==> config.mk <==
export PLATFORM = sky130hd
export DESIGN_NAME = ir_pulse_frame_decoder_unit
export DESIGN_NICKNAME = d
export VERILOG_FILES = /design/src/sv/irpd_pkg.sv /design/src/sv/irpd_cfg.sv /design/src/sv/irpd_core.sv /design/src/sv/ir_pulse_frame_decoder_unit.sv
export SDC_FILE = /design/constraint.sdc
export NUM_CORES = 1
export LEC_CHECK = 0
export BUFFER_PORTS_ARGS = -buffer_cell sky130_fd_sc_hd__buf_2
export CORE_ASPECT_RATIO = 2
export CORE_MARGIN = 2
export CORE_UTILIZATION = 45
export DETAILED_ROUTE_END_ITERATION = 7
export PLACE_DENSITY = 0.67
export SLEW_MARGIN = 20
export SYNTH_ARGS = -nofsm -noshare
export SYNTH_HDL_FRONTEND = slang
export SYNTH_SLANG_ARGS = --single-unit
==> constraint.sdc <==
create_clock -name clk -period 4.1 [get_ports clk]
set_input_delay 1.23 -clock clk [delete_from_list [all_inputs] [get_ports clk]]
set_output_delay 1.23 -clock clk [all_outputs]
set_load 0.01 [all_outputs]
==> src/sv/irpd_pkg.sv <==
// Shared types, register indexes and reset values for the IR pulse frame decoder.
// No dependencies; every other file imports this package.
package irpd_pkg;

	localparam int unsigned TIME_W     = 16;
	localparam int unsigned CODE_W     = 32;
	localparam int unsigned KEY_W      = 8;
	localparam int unsigned KEY_LSB    = 8;
	localparam int unsigned CFG_IDX_W  = 3;
	localparam int unsigned PHASE_W    = 3;
	localparam int unsigned CODE_BITS_DEF = 32;

	// register indexes on the configuration port
	localparam logic [CFG_IDX_W-1:0] CFG_LEADER_MARK_MIN  = 3'd0;
	localparam logic [CFG_IDX_W-1:0] CFG_LEADER_MARK_MAX  = 3'd1;
	localparam logic [CFG_IDX_W-1:0] CFG_LEADER_SPACE_MIN = 3'd2;
	localparam logic [CFG_IDX_W-1:0] CFG_LEADER_SPACE_MAX = 3'd3;
	localparam logic [CFG_IDX_W-1:0] CFG_SHORT_MIN        = 3'd4;
	localparam logic [CFG_IDX_W-1:0] CFG_MARK_MAX         = 3'd5;
	localparam logic [CFG_IDX_W-1:0] CFG_SPACE_MAX        = 3'd6;
	localparam logic [CFG_IDX_W-1:0] CFG_ONE_THRESHOLD    = 3'd7;

	// reset values, microseconds
	localparam logic [TIME_W-1:0] RST_LEADER_MARK_MIN  = 16'd8500;
	localparam logic [TIME_W-1:0] RST_LEADER_MARK_MAX  = 16'd9500;
	localparam logic [TIME_W-1:0] RST_LEADER_SPACE_MIN = 16'd4000;
	localparam logic [TIME_W-1:0] RST_LEADER_SPACE_MAX = 16'd5000;
	localparam logic [TIME_W-1:0] RST_SHORT_MIN        = 16'd400;
	localparam logic [TIME_W-1:0] RST_MARK_MAX         = 16'd700;
	localparam logic [TIME_W-1:0] RST_SPACE_MAX        = 16'd1800;
	localparam logic [TIME_W-1:0] RST_ONE_THRESHOLD    = 16'd1000;

	// decoder phases
	localparam logic [PHASE_W-1:0] PH_IDLE   = 3'd0;
	localparam logic [PHASE_W-1:0] PH_LMARK  = 3'd1;
	localparam logic [PHASE_W-1:0] PH_LSPACE = 3'd2;
	localparam logic [PHASE_W-1:0] PH_BMARK  = 3'd3;
	localparam logic [PHASE_W-1:0] PH_BSPACE = 3'd4;

	// input command codes
	localparam logic CMD_EDGE    = 1'b0;
	localparam logic CMD_TIMEOUT = 1'b1;

	typedef struct packed {
		logic [TIME_W-1:0] leader_mark_min;
		logic [TIME_W-1:0] leader_mark_max;
		logic [TIME_W-1:0] leader_space_min;
		logic [TIME_W-1:0] leader_space_max;
		logic [TIME_W-1:0] short_min;
		logic [TIME_W-1:0] mark_max;
		logic [TIME_W-1:0] space_max;
		logic [TIME_W-1:0] one_threshold;
	} irpd_cfg_t;

	typedef struct packed {
		logic              command;
		logic [TIME_W-1:0] elapsed_us;
	} irpd_item_t;

	typedef struct packed {
		logic              frame_done;
		logic [CODE_W-1:0] frame_code;
		logic [KEY_W-1:0]  key_byte;
		logic              frame_aborted;
	} irpd_result_t;

	// strict window: both bounds are outside
	function automatic logic in_window(input logic [TIME_W-1:0] v,
		input logic [TIME_W-1:0] lo, input logic [TIME_W-1:0] hi);
		return (v > lo) && (v < hi);
	endfunction

endpackage

==> src/sv/irpd_cfg.sv <==
// Timing window registers of the IR pulse frame decoder, written through a plain port.
// Depends on irpd_pkg.
module irpd_cfg import irpd_pkg::*; (
	input  logic                 clk,
	input  logic                 arst_n,
	input  logic                 cfg_we,
	input  logic [CFG_IDX_W-1:0] cfg_addr,
	input  logic [TIME_W-1:0]    cfg_data,
	output irpd_cfg_t            cfg
);

	irpd_cfg_t cfg_q;

	always_ff @(posedge clk or negedge arst_n) begin
		if (!arst_n) begin
			cfg_q.leader_mark_min  <= RST_LEADER_MARK_MIN;
			cfg_q.leader_mark_max  <= RST_LEADER_MARK_MAX;
			cfg_q.leader_space_min <= RST_LEADER_SPACE_MIN;
			cfg_q.leader_space_max <= RST_LEADER_SPACE_MAX;
			cfg_q.short_min        <= RST_SHORT_MIN;
			cfg_q.mark_max         <= RST_MARK_MAX;
			cfg_q.space_max        <= RST_SPACE_MAX;
			cfg_q.one_threshold    <= RST_ONE_THRESHOLD;
		end else if (cfg_we) begin
			unique case (cfg_addr)
				CFG_LEADER_MARK_MIN:  cfg_q.leader_mark_min  <= cfg_data;
				CFG_LEADER_MARK_MAX:  cfg_q.leader_mark_max  <= cfg_data;
				CFG_LEADER_SPACE_MIN: cfg_q.leader_space_min <= cfg_data;
				CFG_LEADER_SPACE_MAX: cfg_q.leader_space_max <= cfg_data;
				CFG_SHORT_MIN:        cfg_q.short_min        <= cfg_data;
				CFG_MARK_MAX:         cfg_q.mark_max         <= cfg_data;
				CFG_SPACE_MAX:        cfg_q.space_max        <= cfg_data;
				CFG_ONE_THRESHOLD:    cfg_q.one_threshold    <= cfg_data;
				default: ;
			endcase
		end
	end

	assign cfg = cfg_q;

endmodule

==> src/sv/irpd_core.sv <==
// Frame decoding state (phase, bit count, shift register) and the per-edge step logic.
// Depends on irpd_pkg; driven by the top level's input stage.
module irpd_core import irpd_pkg::*; #(
	parameter int unsigned CODE_BITS = CODE_BITS_DEF
) (
	input  logic         clk,
	input  logic         arst_n,
	input  logic         step_en,
	input  irpd_item_t   item,
	input  irpd_cfg_t    cfg,
	output irpd_result_t result
);

	localparam int unsigned CNT_W = $clog2(CODE_BITS + 1);
	localparam logic [CNT_W-1:0] CNT_LAST = CNT_W'(CODE_BITS - 1);

	logic [PHASE_W-1:0] phase_q, phase_d;
	logic [CNT_W-1:0]   count_q, count_d;
	logic [CODE_W-1:0]  shift_q, shift_d;
	logic               done, aborted;
	logic               bit_val;

	assign bit_val = item.elapsed_us > cfg.one_threshold;

	always_comb begin
		phase_d = phase_q;
		count_d = count_q;
		shift_d = shift_q;
		done    = 1'b0;
		aborted = 1'b0;
		if (item.command == CMD_TIMEOUT) begin
			aborted = (phase_q != PH_IDLE) && (phase_q <= PH_BSPACE);
			phase_d = PH_IDLE;
		end else begin
			unique case (phase_q)
				PH_LMARK: begin
					aborted = !in_window(item.elapsed_us, cfg.leader_mark_min,
						cfg.leader_mark_max);
					phase_d = aborted ? PH_IDLE : PH_LSPACE;
				end
				PH_LSPACE: begin
					aborted = !in_window(item.elapsed_us, cfg.leader_space_min,
						cfg.leader_space_max);
					phase_d = aborted ? PH_IDLE : PH_BMARK;
				end
				PH_BMARK: begin
					aborted = !in_window(item.elapsed_us, cfg.short_min, cfg.mark_max);
					phase_d = aborted ? PH_IDLE : PH_BSPACE;
				end
				PH_BSPACE: begin
					if (in_window(item.elapsed_us, cfg.short_min, cfg.space_max)) begin
						shift_d = {shift_q[CODE_W-2:0], bit_val};
						count_d = count_q + 1'b1;
						done    = (count_q >= CNT_LAST);
						phase_d = done ? PH_IDLE : PH_BMARK;
					end else begin
						aborted = 1'b1;
						phase_d = PH_IDLE;
					end
				end
				default: begin
					// idle, and any stray phase code: the edge only opens a frame
					count_d = '0;
					shift_d = '0;
					phase_d = PH_LMARK;
				end
			endcase
		end
	end

	always_ff @(posedge clk or negedge arst_n) begin
		if (!arst_n) begin
			phase_q <= PH_IDLE;
			count_q <= '0;
			shift_q <= '0;
		end else if (step_en) begin
			phase_q <= phase_d;
			count_q <= count_d;
			shift_q <= shift_d;
		end
	end

	assign result.frame_done    = done;
	assign result.frame_code    = done ? shift_d : '0;
	assign result.key_byte      = done ? shift_d[KEY_LSB +: KEY_W] : '0;
	assign result.frame_aborted = aborted;

endmodule

==> src/sv/ir_pulse_frame_decoder_unit.sv <==
// IR pulse frame decoder, top level: input stage, decoder core, result register.
// Depends on irpd_pkg, irpd_cfg and irpd_core.
//
// Decodes NEC-style remote frames from line-edge events. Each request on the
// slave channel is one event: tuser is the command (edge or timer overflow),
// tdata the microseconds since the previous edge. Every request gives exactly
// one result on the master channel: tuser flags a completed frame or an abort,
// tdata carries the 32-bit code and its key byte (both zero unless complete).
// Write window registers (cfg_we/cfg_addr/cfg_data) only while idle; unchecked.
//
// A request waits in the input register until the result register is free;
// then the compare/shift step loads the result register for the master side.
// Throughput is one request per cycle while results are taken; the step is a
// handful of 16-bit compares and a one-bit shift. A stalled master side holds
// the result register; the input register fills and then s_tready drops until
// the result is taken. Reset returns the decoder to idle, clears both stages
// and reloads the default windows.
module ir_pulse_frame_decoder_unit import irpd_pkg::*; #(
	parameter int unsigned CODE_BITS = CODE_BITS_DEF
) (
	input  logic                 clk,
	input  logic                 arst_n,
	input  logic                 s_tvalid,
	output logic                 s_tready,
	input  logic [15:0]          s_tdata,   // [15:0] elapsed_us
	input  logic                 s_tuser,   // [0] command
	output logic                 m_tvalid,
	input  logic                 m_tready,
	output logic [39:0]          m_tdata,   // [31:0] frame_code, [39:32] key_byte
	output logic [1:0]           m_tuser,   // [0] frame_done, [1] frame_aborted
	input  logic                 cfg_we,
	input  logic [CFG_IDX_W-1:0] cfg_addr,
	input  logic [TIME_W-1:0]    cfg_data
);

	irpd_cfg_t    cfg;
	irpd_item_t   item_s1;
	logic         valid_s1;
	irpd_result_t res_d, res_s2;
	logic         valid_s2;
	logic         s_accept, out_free, advance;

	assign out_free = !valid_s2 || m_tready;
	assign advance  = valid_s1 && out_free;
	assign s_tready = !valid_s1 || advance;
	assign s_accept = s_tvalid && s_tready;

	irpd_cfg u_cfg (
		.clk      (clk),
		.arst_n   (arst_n),
		.cfg_we   (cfg_we),
		.cfg_addr (cfg_addr),
		.cfg_data (cfg_data),
		.cfg      (cfg)
	);

	irpd_core #(.CODE_BITS(CODE_BITS)) u_core (
		.clk     (clk),
		.arst_n  (arst_n),
		.step_en (advance),
		.item    (item_s1),
		.cfg     (cfg),
		.result  (res_d)
	);

	always_ff @(posedge clk or negedge arst_n) begin
		if (!arst_n) begin
			valid_s1 <= 1'b0;
			valid_s2 <= 1'b0;
		end else begin
			valid_s1 <= s_accept || (valid_s1 && !advance);
			valid_s2 <= advance || (valid_s2 && !m_tready);
		end
	end

	// payload registers: input loads on an accepted request, result on advance; both hold otherwise
	always_ff @(posedge clk) begin
		if (s_accept) begin
			item_s1.command    <= s_tuser;
			item_s1.elapsed_us <= s_tdata;
		end
		if (advance) begin
			res_s2 <= res_d;
		end
	end

	assign m_tvalid = valid_s2;
	assign m_tdata  = {res_s2.key_byte, res_s2.frame_code};
	assign m_tuser  = {res_s2.frame_aborted, res_s2.frame_done};

	a_done_xor_abort: assert property (@(posedge clk) disable iff (!arst_n)
		m_tvalid |-> !(m_tuser[0] && m_tuser[1]))
		else $error("frame reported both done and aborted");

	a_code_zero_unless_done: assert property (@(posedge clk) disable iff (!arst_n)
		(m_tvalid && !m_tuser[0]) |-> (m_tdata == '0))
		else $error("code reported without a completed frame");

	a_key_matches_code: assert property (@(posedge clk) disable iff (!arst_n)
		m_tvalid |-> (m_tdata[39:32] == m_tdata[15:8]))
		else $error("key byte differs from code bits 15..8");

	a_s1_held_when_blocked: assert property (@(posedge clk) disable iff (!arst_n)
		(valid_s1 && !out_free) |=> (valid_s1 && $stable(item_s1)))
		else $error("input stage lost its request while the output was stalled");

endmodule
==> results.json <==
{
  "rsz0062_at_grt": "no",
  "syn-num-nets": 1232,
  "clock_sink_count": 222,
  "grt_max_degree": 86,
  "gpl.final_weighted_congestion": 0.9362,
  "placement_rows": 83,
  "die_x_um": 118.5,
  "cts_repair_resize_count": 0,
  "final_net_count": 1312,
  "status": "finished, final reports clean",
  "floorplan.io_pins": 85,
  "floorplan.initialDensity_pct": 45.78,
  "top_layer_used": "met4",
  "clkTransAtPathRegs_ps": 70,
  "synth_flop_cell": "dfrtp_1",
  "cts-htree-levels": 1,
  "critical_path.startpoint_type": "flip-flop",
  "wirelength_mm": 31.66,
  "maxClockFrequency_mhz": 296.1,
  "design.die.area_um2": 27590,
  "met1Wirelength_mm": 10.17,
  "max_slew.worst_pin.slew_ps": 930.5,
  "yosys_warnings": 0,
  "synth_edf_count": 51,
  "cp_max_fo": 14,
  "viasPerCell": 5.553,
  "grt_pass1_vias": 8577,
  "hold_path.class": "flip-flop to flip-flop",
  "syn-mean-instance-area_um2": 11.07,
  "numPortBuffers": 84,
  "timing.final.crit_period_ps": 3377,
  "clock_tree_from_tritoncts": "yes",
  "postSynth.asyncResetShare_pct": 77.03,
  "netlist_area_um2": 11790,
  "report.final.hold_viol_count": 0,
  "met2WireLength_mm": 17.86,
  "placeable_core_area_um2": 25750,
  "path_class": "flip-flop to flip-flop",
  "yosys_register_bits": 222,
  "slew_viol_final": 0,
  "initial_drc_count": 481,
  "gr-usage-all-layers_pct": 23.54,
  "finalClockSkew_ps": 13.53,
  "final_ws_setup_ps": 723.0,
  "clockRootBuffer": "clkbuf_16",
  "dp_hpwl_mm": 24.32,
  "worst-endpoint-required_ps": 4480,
  "synth_cells": 1065,
  "drive_gt1_share_pct": 24.33,
  "clockBufferDepth": 3,
  "power_density_nw_per_um2": 460.2,
  "relSlewSlack_pct": 37.18,
  "grt_antenna_before_repair": 1,
  "clock_latency_ps": 520,
  "route.met3.wl_um": 826,
  "die_y_um": 232.9,
  "irDropWorstVdd_uv": 345.5,
  "synth.lib_cells_used.distinct": 59,
  "antenna_violating_nets_post_route": 0,
  "drt-wirelength-per-cell_um": 21.12,
  "fin_crit_sh_pct": 82.37,
  "num_vias": 8324,
  "setup_viol_count_final": 0,
  "detail_route.drc_violations": 0,
  "arrival_ps": 3750,
  "cts_made_buffers": 21,
  "detailedRoute.firstPassIterationCount": 5,
  "grt_pass1_wl_mm": 48.60,
  "n_antenna_cell": 0,
  "number_of_hold_buffers_added_after_cts": 0,
  "global_route.overflow_total": 0,
  "crit_path_end_kind": "flip-flop",
  "static-leakage-power_uw": 0.005903,
  "seq_area_frac_synth_pct": 49.71,
  "setup-tns-final_ps": 0,
  "place_ws_ps": 776.1,
  "area_delta_synth_final_pct": 12.05,
  "post_cts.repair.setup_buffers": 0,
  "cap_violations": 0
}
[path summary, 6_finish.rpt]
| kind | start | end | slack, ps | cells past startpoint |
|---|---|---|---|---|
| min in group asynchronous | arst_n | u_cfg.cfg[78] | 650 | 1 |
| min | u_cfg.cfg[13] | u_cfg.cfg[13] | 500 | 1 |
| max in group asynchronous | arst_n | u_cfg.cfg[109] | 2530 | 2 |
| min reg2reg | u_cfg.cfg[13] | u_cfg.cfg[13] | 500 | 1 |
| max reg2reg | item_s1[14] | m_tdata[17] | 720 | 9 |
| max | item_s1[14] | m_tdata[17] | 720 | 9 |
[through the flow]
stage	area (um2)	hold slack [ps]	util (%)	std cells	power (uW)
6_report	13210	504.4	51.30	1499	6081
4_1_cts	13210	505.5	51.30	1499	6127
3_3_place_gp	12590	483.9	48.87	1462	4219
3_5_place_dp	12590	493.4	48.87	1462	4259
2_1_floorplan	11790	456.9	-	1065	3696
5_1_grt	13210	518.1	51.30	1499	6404
[synth_stat cells, types with 2 or more instances]
cell	count	area (um2)
buf_2	4	20.02
o22ai_1	2	12.51
nor4_1	3	18.77
clkbuf_1	28	105.1
mux2_2	68	765.7
nor2b_1	3	18.77
buf_4	8	60.06
dfstp_2	41	1077
a221o_1	4	40.04
a31oi_1	2	12.51
ha_1	126	1577
a2111oi_0	5	43.79
and3_1	4	25.02
o211ai_1	5	37.54
nor3_1	10	50.05
nand4_1	26	162.7
o21a_1	4	30.03
o2111ai_1	2	17.52
nor2_4	29	326.6
o21ai_0	74	370.4
nand4b_1	4	35.03
a22o_1	33	289.0
nor3b_1	4	30.03
edfxtp_1	51	1531
nand2b_1	11	68.82
a221oi_1	2	17.52
a211oi_1	3	22.52
buf_8	3	45.04
nand2_1	91	341.6
or3_1	2	12.51
or4b_1	2	20.02
nand3_1	27	135.1
inv_1	127	476.7
dfrtp_1	130	3253
o31ai_1	2	15.01
nor2_1	18	67.56
a21o_1	11	82.58
a21oi_1	75	375.4
[where the power goes]
part           total, uW  leakage [uW]  switching [uW]  internal, uW
clock network       1860      0.000305             846          1010
registers           2780       0.00258             143          2630
logic               1450       0.00302             894           552
total               6080       0.00590            1880          4200
[flip-flops by register name, indices dropped and copies added, names as in the netlist]
| register | cells |
|---|---|
| item_s1 | 17 |
| m_tdata | 32 |
| m_tuser | 2 |
| m_tvalid | 1 |
| u_cfg.cfg | 128 |
| u_core.count_q | 6 |
| u_core.phase_q | 3 |
| u_core.shift_q | 32 |
| valid_s1 | 1 |
[routing by layer]
layer / up-vias / GRT usage [%]
met3: 101 / 1.961
met2: 208 / 46.69
met1: 4093 / 21.51
li1: 3922 / -
met4: 0 / 18.12
met5: - / 0
[kinds of logic after synthesis]
family,Yosys count,share of synthesized area (%)
buf+inv,173,6.154
flops,222,49.71
mux,68,6.494
xor+xnor,1,0.07429
simple gates,242,11.77
compound gates,233,12.43
fa+ha+maj,126,13.37
[layout by cell type (no fill, tap or decap), drive strengths merged, types with 3 or more instances in the layout]
master	instances
a2111oi	5
a211oi	3
a21o	11
a21oi	75
a221o	4
a22o	33
a31oi	3
and3	4
buf	102
clkbuf	27
clkinv	7
dfrtp	130
dfstp	41
edfxtp	51
ha	126
inv	129
mux2	68
nand2	91
nand2b	11
nand3	28
nand4	27
nand4b	4
nor2	47
nor2b	3
nor3	10
nor3b	4
nor4	3
o211ai	5
o21a	4
o21ai	75
[critical path: stages, from the launching register on]
cell and delay, ps:
edfxtp_1 550, ha_1 380, nand4_1 140, nor3_1 100, a221o_1 370, a41oi_2 310, nand3_4 150, or3_2 790
buf_4 320, nor2_4 110
[cell type report]
cell class                 instances  area (um2)
fill                            2357       12540
sequential                       222        5862
multi-input combinational        670        5231
timing repair buffer             102       586.8
clock buffer                      27       548.0
inverter                         128       480.5
tap                              340       425.4
clock inverter                    10       78.83
No activity file was read; power rests on OpenSTA's default activity.
